### src/rtl/sotc_pkg.sv
// shared types and constants for the sustained over-temperature cutoff
package sotc_pkg;

  localparam int unsigned CutoffW   = 7;
  localparam int unsigned IntervalW = 16;
  localparam int unsigned SustainW  = 24;
  localparam int unsigned TimeW     = 32;
  localparam int unsigned TempW     = 8;
  localparam int unsigned TripW     = 16;
  localparam int unsigned CfgIdxW   = 2;
  localparam int unsigned CfgDataW  = 24;

  localparam logic [CutoffW-1:0]   CutoffMax     = 7'd120;
  localparam logic [CutoffW-1:0]   CutoffReset   = 7'd85;
  localparam logic [IntervalW-1:0] IntervalReset = 16'd1000;
  localparam logic [SustainW-1:0]  SustainReset  = 24'd10000;
  localparam logic [TripW-1:0]     TripMax       = 16'hFFFF;

  // register indexes of the configuration port
  typedef enum logic [CfgIdxW-1:0] {
    REG_CUTOFF   = 2'd0,
    REG_INTERVAL = 2'd1,
    REG_SUSTAIN  = 2'd2
  } cfg_idx_e;

  typedef struct packed {
    logic [CutoffW-1:0]   cutoff;
    logic [IntervalW-1:0] interval;
    logic [SustainW-1:0]  sustain;
  } cfg_t;

  typedef struct packed {
    logic [TimeW-1:0] last_sample;
    logic [TimeW-1:0] over_start;
    logic [TripW-1:0] trip;
  } state_t;

  typedef struct packed {
    logic             sampled;
    logic             over_pending;
    logic             shutdown;
    logic [TripW-1:0] trip_total;
  } result_t;

endpackage

### src/rtl/sotc_core.sv
// per-tick decision logic: sample gating, over-temperature timing, trip count
module sotc_core (
  input  sotc_pkg::cfg_t                   cfg_i,
  input  sotc_pkg::state_t                 state_i,
  input  logic [sotc_pkg::TimeW-1:0]       time_ms_i,
  input  logic signed [sotc_pkg::TempW-1:0] temperature_i,
  output sotc_pkg::state_t                 state_o,
  output sotc_pkg::result_t                result_o
);
  import sotc_pkg::*;

  logic [TimeW-1:0] since_sample;
  logic [TimeW-1:0] since_over;
  logic             temp_pos;
  logic             temp_below;

  // wrap-safe elapsed times
  assign since_sample = time_ms_i - state_i.last_sample;
  assign since_over   = time_ms_i - state_i.over_start;

  // reading is positive and, if so, its low bits hold the full magnitude
  assign temp_pos   = !temperature_i[TempW-1] && (temperature_i != '0);
  assign temp_below = temperature_i[CutoffW-1:0] < cfg_i.cutoff;

  // next state and result
  always_comb begin
    state_o  = state_i;
    result_o = '0;
    if (cfg_i.cutoff != '0) begin
      if ((state_i.last_sample == '0) ||
          (since_sample >= {{(TimeW-IntervalW){1'b0}}, cfg_i.interval})) begin
        result_o.sampled    = 1'b1;
        state_o.last_sample = time_ms_i;
        if (temp_pos) begin
          if (temp_below) begin
            state_o.over_start = '0;
          end else if (state_i.over_start == '0) begin
            state_o.over_start = (time_ms_i == '0) ? TimeW'(1) : time_ms_i;
          end else if (since_over >= {{(TimeW-SustainW){1'b0}}, cfg_i.sustain}) begin
            result_o.shutdown   = 1'b1;
            state_o.last_sample = '0;
            state_o.over_start  = '0;
            if (state_i.trip != TripMax) begin
              state_o.trip = state_i.trip + TripW'(1);
            end
          end
        end
      end
    end
    result_o.over_pending = (state_o.over_start != '0);
    result_o.trip_total   = state_o.trip;
  end

endmodule

### src/rtl/sustained_overtemp_cutoff.sv
// top level of the sustained over-temperature cutoff
// One tick per cycle sustained unless out_ready_i stalls: a beat lands in the input
// register, then its result is computed from the held state and loaded into the result
// register once that is free or being taken. The state update happens as the beat
// moves from the input register to the result register, so the following tick always
// sees it. in_ready_o drops only while the result register holds a beat not yet taken
// and the input register is full. cfg_ready_o is always high.
module sustained_overtemp_cutoff (
  input  logic                               clk_i,
  input  logic                               rst_ni,
  // configuration write channel
  input  logic                               cfg_valid_i,
  output logic                               cfg_ready_o,
  input  logic [sotc_pkg::CfgIdxW-1:0]       cfg_index_i,
  input  logic [sotc_pkg::CfgDataW-1:0]      cfg_data_i,
  // tick channel
  input  logic                               in_valid_i,
  output logic                               in_ready_o,
  input  logic [sotc_pkg::TimeW-1:0]         time_ms_i,
  input  logic signed [sotc_pkg::TempW-1:0]  temperature_i,
  // result channel
  output logic                               out_valid_o,
  input  logic                               out_ready_i,
  output logic                               sampled_o,
  output logic                               over_pending_o,
  output logic                               shutdown_o,
  output logic [sotc_pkg::TripW-1:0]         trip_total_o
);
  import sotc_pkg::*;

  cfg_t                     cfg_q;
  state_t                   state_q;
  state_t                   state_d;
  state_t                   state_upd;
  result_t                  res_d;
  result_t                  res_q;
  logic                     out_valid_q;
  logic                     in_valid_q;
  logic [TimeW-1:0]         time_q;
  logic signed [TempW-1:0]  temp_q;
  logic                     advance;
  logic                     cfg_we;
  logic                     cutoff_wr;
  logic [CutoffW-1:0]       cutoff_clamped;

  // handshake control
  assign advance     = in_valid_q && (!out_valid_q || out_ready_i);
  assign in_ready_o  = !in_valid_q || advance;
  assign cfg_ready_o = 1'b1;
  assign cfg_we      = cfg_valid_i;
  assign cutoff_wr   = cfg_we && (cfg_idx_e'(cfg_index_i) == REG_CUTOFF);

  // cutoff writes clamp at the maximum
  assign cutoff_clamped = (cfg_data_i[CutoffW-1:0] > CutoffMax) ? CutoffMax
                                                                : cfg_data_i[CutoffW-1:0];

  // input register
  always_ff @(posedge clk_i or negedge rst_ni) begin
    if (!rst_ni) begin
      in_valid_q <= 1'b0;
    end else if (in_ready_o) begin
      in_valid_q <= in_valid_i;
    end
  end

  always_ff @(posedge clk_i) begin
    if (in_valid_i && in_ready_o) begin
      time_q <= time_ms_i;
      temp_q <= temperature_i;
    end
  end

  // tick decision
  sotc_core u_core (
    .cfg_i         (cfg_q),
    .state_i       (state_q),
    .time_ms_i     (time_q),
    .temperature_i (temp_q),
    .state_o       (state_d),
    .result_o      (res_d)
  );

  // configuration registers
  always_ff @(posedge clk_i or negedge rst_ni) begin
    if (!rst_ni) begin
      cfg_q.cutoff   <= CutoffReset;
      cfg_q.interval <= IntervalReset;
      cfg_q.sustain  <= SustainReset;
    end else if (cfg_we) begin
      case (cfg_idx_e'(cfg_index_i))
        REG_CUTOFF:   cfg_q.cutoff   <= cutoff_clamped;
        REG_INTERVAL: cfg_q.interval <= cfg_data_i[IntervalW-1:0];
        REG_SUSTAIN:  cfg_q.sustain  <= cfg_data_i[SustainW-1:0];
        default:      cfg_q          <= cfg_q;
      endcase
    end
  end

  // next timer state; a cutoff write also clears the over-temperature timestamp
  always_comb begin
    state_upd = advance ? state_d : state_q;
    if (cutoff_wr) begin
      state_upd.over_start = '0;
    end
  end

  // timer state
  always_ff @(posedge clk_i or negedge rst_ni) begin
    if (!rst_ni) begin
      state_q <= '0;
    end else begin
      state_q <= state_upd;
    end
  end

  // result register
  always_ff @(posedge clk_i or negedge rst_ni) begin
    if (!rst_ni) begin
      out_valid_q <= 1'b0;
    end else if (advance) begin
      out_valid_q <= 1'b1;
    end else if (out_ready_i) begin
      out_valid_q <= 1'b0;
    end
  end

  always_ff @(posedge clk_i) begin
    if (advance) begin
      res_q <= res_d;
    end
  end

  assign out_valid_o    = out_valid_q;
  assign sampled_o      = res_q.sampled;
  assign over_pending_o = res_q.over_pending;
  assign shutdown_o     = res_q.shutdown;
  assign trip_total_o   = res_q.trip_total;

endmodule

### config.mk
export PLATFORM = sky130hd
export DESIGN_NAME = sustained_overtemp_cutoff
export DESIGN_NICKNAME = d
export VERILOG_FILES = /design/src/rtl/sotc_pkg.sv /design/src/rtl/sotc_core.sv /design/src/rtl/sustained_overtemp_cutoff.sv
export SDC_FILE = /design/constraint.sdc
export NUM_CORES = 1
export LEC_CHECK = 0
export CAP_MARGIN = 0
export CELL_PAD_IN_SITES_DETAIL_PLACEMENT = 1
export CELL_PAD_IN_SITES_GLOBAL_PLACEMENT = 2
export CORE_MARGIN = 10
export CORE_UTILIZATION = 42
export CTS_BUF_LIST = sky130_fd_sc_hd__clkbuf_16
export DETAILED_ROUTE_END_ITERATION = 6
export DONT_BUFFER_PORTS = 1
export PLACE_DENSITY = 0.85
export SYNTH_ARGS = -nofsm -noshare
export SYNTH_HDL_FRONTEND = slang
export SYNTH_HIERARCHICAL = 1
export SYNTH_SLANG_ARGS = --single-unit
### constraint.sdc
create_clock -name clk_i -period 7.7 [get_ports clk_i]
set_input_delay 0.385 -clock clk_i [delete_from_list [all_inputs] [get_ports clk_i]]
set_output_delay 0.385 -clock clk_i [all_outputs]
set_load 0.1 [all_outputs]
**Word level (Yosys, flattened, before mapping)**

Index checks and enable logic that the tools add are counted.

- Register bits after elaboration: 188
- Bits in latches: 0
- RAM bits: 0
- ROM bits: 0
- Word-level logic and storage cells: 70
- Memories: 0

- Add/subtract/negate cells: 3
- $mul: 0
- Divide/modulo/power cells: 0
- Order comparisons: 4
- Equal/unequal tests: 3
- Shifts and indexed selects: 0
- Muxes and demuxes: 19
- Bitwise operators: 3
- Reductions and logical operators: 24

Operators by type and width:

| operator | number |
|---|---|
| $mux 32 | 6 |
| $mux 80 | 2 |
| $mux 48 | 3 |
| $logic_not 32->1 | 3 |
| $sub 32x32->32 | 2 |
| $mux 16 | 3 |
| $ge 32x16->1 | 1 |
| $ge 32x24->1 | 1 |
| $reduce_bool 32->1 | 1 |
| $add 16x1->16 const B | 1 |
| $ne 16x16->1 const B | 1 |
| $reduce_bool 8->1 | 1 |
| $gt 7x7->1 const B | 1 |
| $lt 7x7->1 | 1 |
| $mux 7 | 1 |
| $reduce_bool 7->1 | 1 |
| $reduce_and 2->1 | 3 |
| $reduce_or 5->1 | 1 |
| $logic_and 1x1->1 | 4 |
| $mux 1 | 4 |
| $reduce_bool 2->1 | 2 |
| $logic_not 1->1 | 3 |
| $logic_or 1x1->1 | 3 |
| $not 1->1 | 3 |
| other kinds (4) | 4 |

**Longest topological paths before layout**

Gate-level depths: netlist of the first run.

- Depth after elaboration: 10
- Gate-level depth with buffers: 28

**By module**

Netlist of the first run, hierarchy kept.

By module, submodules not included:

| module | times used | cells an instance | area an instance (sq um) | seq. area each (sq um) |
|---|---|---|---|---|
| sustained_overtemp_cutoff | 1 | 356 | 6585.1 | 5018.6 |
| sotc_core | 1 | 1002 | 6556.3 | 0.0 |

**Worst setup path after synthesis of the first run**

Ideal clock, no wire load.

- Path kind: register -> register
- From: reg time_q[0]
- To: reg state_q[1] in the netlist's numbering
- Library setup time: 125 ps
- Data arrival time: 5350 ps
- Slack: 2226 ps
- Stages on the path, launching flop included: 29
- Buffers on the path: 1
- Clock period less this slack: 5474 ps
- Cell sequence: edfxtp_1 > inv_1 > ha_1 > inv_1 > fa_1 > a21o_1 > a221oi_1 > o211ai_1 > o21a_1 > a41o_1 > nand3_1 > nand2_1 > a21o_1 > a21oi_1 > xnor2_1 > ha_1 > nand4_1 > nor2_1 > nand2_1 > o41a_1 > nand4_1 > a211oi_1 > nand4_1 > o21ai_1 > nor2_1 > and2_1 > mux2_2 > buf_4 > mux2_2

RTL lines:

| element | RTL line | source |
|---|---|---|
| from (decl) | sustained_overtemp_cutoff.sv:39 | `logic [TimeW-1:0] time_q;` |
| from (signal assigned) | sustained_overtemp_cutoff.sv:68 | `time_q <= time_ms_i;` |
| to (signal assigned) | sustained_overtemp_cutoff.sv:112 | `state_q <= state_upd;` |
| to (decl) | sustained_overtemp_cutoff.sv:32 | `state_t state_q;` |

==> results.sh, run 1 <==
export IMPL_status="finished clean"
export IMPL_drv_slew=0
export IMPL_arrival_ps=7190
export IMPL_cp_depth=28
export IMPL_vias=10737
export IMPL_cts_buffer_depth=2
export IMPL_synth_seq_cells=188
export IMPL_synth_edf_count=59
export IMPL_rsz0062_at_grt="false"
export IMPL_post_route_cell_area_mm2=0.0141
export IMPL_critPathSlowestCell="a221oi_1"
export IMPL_cts_made_buffers=17
export IMPL_synth_top_family_by_area="compound AO/OA/AOI/OAI gates"
export IMPL_rr_worst_depth=28
export IMPL_crit_path_end_kind="flop"
export IMPL_critical_path_class="reg2reg"
export IMPL_cp_top_family="compound AO/OA/AOI/OAI gates"
export IMPL_cp_max_fo=37
export IMPL_port_buffers=0
export IMPL_io_pins=93
export IMPL_wl_per_cell_um=23.9
export IMPL_placed_area_mm2=0.0133
export IMPL_track_usage_pct=21.3
export IMPL_yosysWarnings=6
export IMPL_critical_path_endpoint="state_q[1]$_DFFE_PN0P_"
export IMPL_required_ps=8040
export IMPL_r2r_start="time_q[0]$_DFFE_PP_"
export IMPL_syn_area_mm2=0.0131
export IMPL_globalplace_congestion=0.899
export IMPL_ctsRootBufferMaster="clkbuf_16"
export IMPL_synth_xor_area_share_pct=3.80
export IMPL_crit_start="time_q[0]$_DFFE_PP_"
export IMPL_die_h_um=197
export IMPL_cap_viol_max_count=0
export IMPL_dr_pass1_iters=5
export IMPL_cpPeakStageDelay_ps=630
export IMPL_synth_distinct_cells=79
export IMPL_cp_num_buf_inv=3
export IMPL_area_growth_pct=7.66
export IMPL_yosys_most_used_dff="dfrtp_1"
export IMPL_n_fill_cell=3474
export IMPL_min_path_type="in2reg"
export IMPL_multi_input_area_mm2=0.00729
export IMPL_drive_above_1_share_pct=12.4
export IMPL_start_util_pct=42.7
export IMPL_num_rows=64
export IMPL_fin_crit_ps=6850
export IMPL_synth_compound_gate_area_share_pct=19.3
export IMPL_dieArea_mm2=0.0388
export IMPL_route_final_wire_length_um=41700
export IMPL_fin_util_pct=46.0
export IMPL_htreeDepth=4
export IMPL_hold_buffers=18
export IMPL_skew_ps=29.7
export IMPL_drt_iter0_drc=752
export IMPL_coreArea_mm2=0.0307
export IMPL_register_area_mm2=0.00502
export IMPL_post_cts_setup_buffer_count=0
export IMPL_synth_mux_area_share_pct=7.95
export IMPL_cts_tree="built"
export IMPL_r2r_end="state_q[1]$_DFFE_PN0P_"
export IMPL_max_vdd_ir_drop_v=0.000174
export IMPL_r2r_setup_slack_ps=850
export IMPL_grt_ovfl_total=0
export IMPL_grt_max_degree=130
export IMPL_synthArstFlopShare_pct=68.6
export IMPL_path_clk_slew_ps=90
export IMPL_ys_seq_area_share_pct=38.2
export IMPL_cp_common_cell="nand4_1"
export IMPL_synthesis_nets=1540
export IMPL_die_x_um=197
export IMPL_p_per_area_mw_per_mm2=385
export IMPL_dp_hpwl_um=30500
export IMPL_worstSetupStartpointType="flop"
export IMPL_vias_per_cell=6.16
export IMPL_max_freq_mhz=146
export IMPL_post_route_drc_count=0
export IMPL_slew_headroom_pct=12.4
export IMPL_finalHoldViolations=0
export IMPL_power_leakage_nw=5.98
export IMPL_finalCritPeriodShare_pct=89.0
export IMPL_setup_tns_ps=0
export IMPL_worst_slew_pin_slew_ps=1310
export IMPL_setup_viol=0
export IMPL_syn_inst=1358
export IMPL_synthSimpleGateAreaFrac_pct=13.5
export IMPL_nNetsFinal=1511
export IMPL_drtAntennaViolNets=0
export IMPL_synth_area_per_cell_um2=9.68
export IMPL_antenna_found_initial=6
export IMPL_whs_ps=18.4
export IMPL_cts_resized_gates=0
export IMPL_insertion_delay_ps=470
export IMPL_synth_fa_ha_area_share_pct=10.7
export IMPL_grt_pass1_vias=11202
export IMPL_grt_pass1_wl_um=65000
export IMPL_cts_num_sinks=188
final cells by class:
class | count | share of cell area, %
antenna | 6 | 0.106
clock buffer | 17 | 3.01
clock inverter | 15 | 1.36
inverter | 121 | 3.21
multi-input combinational | 975 | 51.5
sequential | 188 | 35.5
tap | 396 | 3.50
timing repair buffer | 26 | 1.84
where the power goes:
part           switching [W]  total, W  internal [W]
registers           0.000349   0.00162       0.00127
clock network       0.000504  0.000949      0.000445
logic                0.00171   0.00288       0.00117
total                0.00256   0.00545       0.00289
state kept, by name, indices dropped and copies added (netlist names):
signal / cells
in_valid_q: 1
cfg_q: 47
trip_total_o: 16
sampled_o: 1
state_q: 80
out_valid_o: 1
time_q: 32
over_pending_o: 1
temp_q: 8
shutdown_o: 1
worst min-delay path by stage:
stage / startpoint / end / cells past startpoint
6_report: time_ms_i[12] / time_q[12]$_DFFE_PP_ / 0
5_1_grt: time_ms_i[12] / time_q[12]$_DFFE_PP_ / 0
3_3_place_gp: rst_ni / cfg_q[23]$_DFFE_PN0P_ / 0
4_1_cts: time_ms_i[12] / time_q[12]$_DFFE_PP_ / 0
2_1_floorplan: rst_ni / cfg_q[0]$_DFFE_PN0P_ / 0
3_5_place_dp: rst_ni / cfg_q[23]$_DFFE_PN0P_ / 0
placed cells by master, fill, tap and decap left out, types with 5 or more instances in the layout:
cell type | Yosys | routed
inv_1 | 121 | 121
dfrtp_1 | 114 | 114
ha_1 | 109 | 109
mux2_2 | 91 | 91
nand2_1 | 86 | 85
a21oi_1 | 84 | 84
o21ai_0 | 81 | 81
a22o_1 | 67 | 67
edfxtp_1 | 59 | 59
nand3_1 | 58 | 58
nor2_1 | 46 | 46
xnor2_1 | 34 | 34
a21o_1 | 32 | 32
nor4_1 | 29 | 29
nand4_1 | 25 | 25
nor3_1 | 24 | 24
xor2_1 | 23 | 23
dlygate4sd3_1 | 0 | 18
and3_1 | 18 | 18
clkbuf_16 | 0 | 17
o211ai_1 | 16 | 16
dfstp_2 | 15 | 15
o21a_1 | 15 | 15
nand2b_1 | 11 | 11
a211oi_1 | 11 | 11
a31oi_1 | 10 | 10
clkinv_8 | 0 | 8
buf_4 | 21 | 7
diode_2 | 0 | 6
and2_1 | 7 | 6
or4_1 | 6 | 6
nor2b_1 | 5 | 5
o2111ai_1 | 5 | 5
or3_1 | 5 | 5
routing by layer:
layer	up-vias	routed length [µm]	track usage, %
met4	0	1340	9.06
met2	244	20000	35.0
met1	5483	18900	28.1
li1	4949	-	-
met3	61	1500	2.37
met5	-	0	0
cell usage after synthesis, drive strengths merged, types with 7 or more instances:
cell type | number | share of area (%)
inv | 121 | 3.5
dfrtp | 114 | 22
ha | 109 | 10
mux2 | 91 | 7.8
nand2 | 86 | 2.5
a21oi | 85 | 3.3
o21ai | 83 | 3.2
a22o | 67 | 4.5
edfxtp | 59 | 13
nand3 | 58 | 2.2
nor2 | 47 | 1.4
buf | 41 | 2.1
xnor2 | 34 | 2.3
clkbuf | 33 | 0.96
a21o | 32 | 1.8
nor4 | 30 | 1.5
nand4 | 25 | 1.2
nor3 | 25 | 0.99
xor2 | 23 | 1.5
and3 | 18 | 0.86
o211ai | 16 | 0.91
dfstp | 15 | 3.0
o21a | 15 | 0.86
nand2b | 12 | 0.59
a211oi | 11 | 0.63
a31oi | 10 | 0.48
and2 | 7 | 0.33
or4 | 7 | 0.43
through the flow:
stage | total power, W | worst slack, ps | cells
after floorplan | 0.00371 | 2230 | 1358
after global placement | 0.00434 | 1190 | 1687
after detailed placement | 0.00443 | 1060 | 1687
after CTS | 0.00544 | 994 | 1737
after global routing | 0.00587 | 441 | 1744
final | 0.00545 | 848 | 1744
kinds of logic (layout without fill, tap and decap cells):
| group | Yosys count | count (layout) |
|---|---|---|
| AO/OA/AOI/OAI | 372 | 372 |
| multiplexers | 93 | 93 |
| flip-flops | 188 | 188 |
| AND/OR/NAND/NOR | 341 | 341 |
| adder cells (fa/ha/maj) | 111 | 111 |
| other | 1 | 7 |
| buffers and inverters | 195 | 179 |
| XOR/XNOR | 57 | 57 |
Power figures use the tool's default switching activity.
==> inputs of run 2 (changes only) <==
--- a/config.mk
+++ b/config.mk
@@ -6,10 +6,8 @@
 export NUM_CORES = 1
 export LEC_CHECK = 0
 export CAP_MARGIN = 0
-export CELL_PAD_IN_SITES_DETAIL_PLACEMENT = 1
-export CELL_PAD_IN_SITES_GLOBAL_PLACEMENT = 2
 export CORE_MARGIN = 10
-export CORE_UTILIZATION = 42
+export CORE_UTILIZATION = 65
 export CTS_BUF_LIST = sky130_fd_sc_hd__clkbuf_16
 export DETAILED_ROUTE_END_ITERATION = 6
 export DONT_BUFFER_PORTS = 1
==> results.sh, run 2 (synthesized netlist as in run 1, its figures left out) <==
export IMPL_grt_max_degree=130
export IMPL_die_h_um=162
export IMPL_rsz0062_at_grt="false"
export IMPL_largest_reg_flops=80
export IMPL_critical_path_class="reg2reg"
export IMPL_arrival_ps=7310
export IMPL_vias_per_cell=6.76
export IMPL_cts_tree="built"
export IMPL_min_delay_path_depth=0
export IMPL_worst_slew_pin_slew_ps=1260
export IMPL_wl_per_cell_um=22.4
export IMPL_cpPeakStageDelay_ps=610
export IMPL_crit_path_end_kind="flop"
export IMPL_globalplace_congestion=0.943
export IMPL_dp_hpwl_um=26200
export IMPL_grt_busiest_layer="met2"
export IMPL_p_total_w=0.00528
export IMPL_critPathSlowestCell="a31oi_1"
export IMPL_whs_ps=28.7
export IMPL_crit_chain="inv_1, ha_1, inv_1, fa_1, a21o_1, a221oi_2, o21ai_1, a31oi_1, o21ai_0, xor2_1, ha_1, nor2b_1, o21ai_0, o2111ai_1, a311o_1, a211o_1, or4_4, nor4_4, nor2_4, and4_1, a22o_1, a22o_1"
export IMPL_drv_slew=0
export IMPL_coreArea_mm2=0.0197
export IMPL_insertion_delay_ps=450
export IMPL_power_leakage_nw=5.89
export IMPL_track_usage_pct=26.5
export IMPL_path_clk_slew_ps=80
export IMPL_grt_pass1_wl_um=55800
export IMPL_reg_top3="state_q: 80 flops, cfg_q: 47 flops, time_q: 32 flops"
export IMPL_post_route_drc_count=0
export IMPL_finalHoldViolations=0
export IMPL_cp_max_fo=33
export IMPL_area_growth_pct=4.75
export IMPL_start_util_pct=66.9
export IMPL_final_cell_mix="inv_1 (122), dfrtp_1 (114), ha_1 (109)"
export IMPL_nNetsFinal=1494
export IMPL_status="finished clean"
export IMPL_cp_num_buf_inv=2
export IMPL_min_path_type="in2reg"
export IMPL_max_vdd_ir_drop_v=0.000214
export IMPL_final_common_cell="inv_1"
export IMPL_hp_start="temperature_i[5]"
export IMPL_dp_cells=1556
export IMPL_drive_above_1_share_pct=12.5
export IMPL_antenna_found_initial=5
export IMPL_route_final_wire_length_um=35700
export IMPL_p_per_area_mw_per_mm2=383
export IMPL_num_rows=51
export IMPL_skew_ps=14.3
export IMPL_cap_viol_max_count=0
export IMPL_ctsRootBufferMaster="clkbuf_16"
export IMPL_top_register="state_q"
export IMPL_io_pins=93
export IMPL_slew_headroom_pct=15.8
export IMPL_cp_depth=22
export IMPL_cts_buffer_depth=2
export IMPL_port_buffers=0
export IMPL_max_freq_mhz=143
export IMPL_crit_start="time_q[0]$_DFFE_PP_"
export IMPL_cts_resized_gates=0
export IMPL_dieArea_mm2=0.0263
export IMPL_stdcell_count=1595
export IMPL_grtUsageMet3_pct=4.73
export IMPL_worstSetupStartpointType="flop"
export IMPL_cts_num_sinks=188
export IMPL_cp_top_family="compound AO/OA/AOI/OAI gates"
export IMPL_grt_ovfl_total=0
export IMPL_rr_worst_depth=22
export IMPL_cts_made_buffers=17
export IMPL_drtAntennaViolNets=0
export IMPL_finalCritPeriodShare_pct=90.6
export IMPL_die_x_um=162
export IMPL_fin_crit_ps=6980
export IMPL_required_ps=8030
export IMPL_vias=10788
export IMPL_drt_iter0_drc=1177
export IMPL_htreeDepth=4
export IMPL_grt_pass1_vias=10380
export IMPL_use_met2_pct=43.6
export IMPL_setup_viol=0
export IMPL_dr_pass1_iters=6
export IMPL_grt_use_met1_pct=33.5
export IMPL_setup_tns_ps=0
export IMPL_r2r_start="time_q[0]$_DFFE_PP_"
[run 2: changes by cell type in the layout (fill, tap and decap cells not counted), sizes merged]
| cell | before | now |
|---|---|---|
| clkinv | 9 | 5 |
| clkinvlp | 0 | 1 |
| diode | 6 | 5 |
| dlygate4sd3 | 18 | 1 |
| inv | 127 | 130 |
[run 2: worst reg2reg max path, stage by stage, from the launching register on]
cell,delay (ps)
edfxtp_1,420
inv_1,120
ha_1,210
inv_1,70
fa_1,400
a21o_1,220
a221oi_2,350
o21ai_1,260
a31oi_1,610
o21ai_0,220
xor2_1,180
ha_1,290
nor2b_1,130
o21ai_0,260
o2111ai_1,150
a311o_1,290
a211o_1,230
or4_4,540
nor4_4,500
nor2_4,190
and4_1,590
a22o_1,430
a22o_1,220
[run 2: layer usage]
layer / wire length [µm] / vias up
met5: 0 / -
met4: 1250 / 0
met3: 2980 / 94
met2: 17300 / 526
met1: 14100 / 5246
li1: - / 4922
[run 2: cell type report]
cell class                 instances  area [µm²]
tap                              265         332
antenna                            5        12.5
sequential                       188        5020
clock inverter                    15         154
inverter                         121         454
multi-input combinational        975        7280
fill                            1501        5890
timing repair buffer               9        90.1
clock buffer                      17         425
[run 2: final timing paths]
path | end | slack (ps)
setup / recovery | state_q[23]$_DFFE_PN0P_ | 720
setup reg to reg | state_q[23]$_DFFE_PN0P_ | 720
hold reg to reg | cfg_q[44]$_DFFE_PN1P_ | 480
hold / removal | temp_q[5]$_DFFE_PP_ | 30
min in group asynchronous | cfg_q[18]$_DFFE_PN0P_ | 550
max in group asynchronous | state_q[72]$_DFFE_PN0P_ | 6620
[run 2: where the power goes]
group	switching [W]	leakage, nW	internal (W)	total [W]
Clock	0.000446	0.286	0.000434	0.000879
Combinational	0.00162	3.43	0.00116	0.00278
Sequential	0.000340	2.18	0.00128	0.00162
[run 2: timing repair]
item	CTS	global route
endpoints found under the setup margin	0	0
buffers inserted	0	0
hold buffers	2	0
hold endpoints to repair	129	0
[run 2: metrics by stage]
| stage | cell area [µm²] | worst slack [ps] | util [%] |
|---|---|---|---|
| detailed placement | 13100 | 1070 | 66.8 |
| floorplan | 13100 | 2230 | - |
| CTS | 13800 | 989 | 70.0 |
| global placement | 13100 | 1200 | 66.8 |
| global route | 13800 | 518 | 70.0 |
| finish | 13800 | 724 | 70.0 |
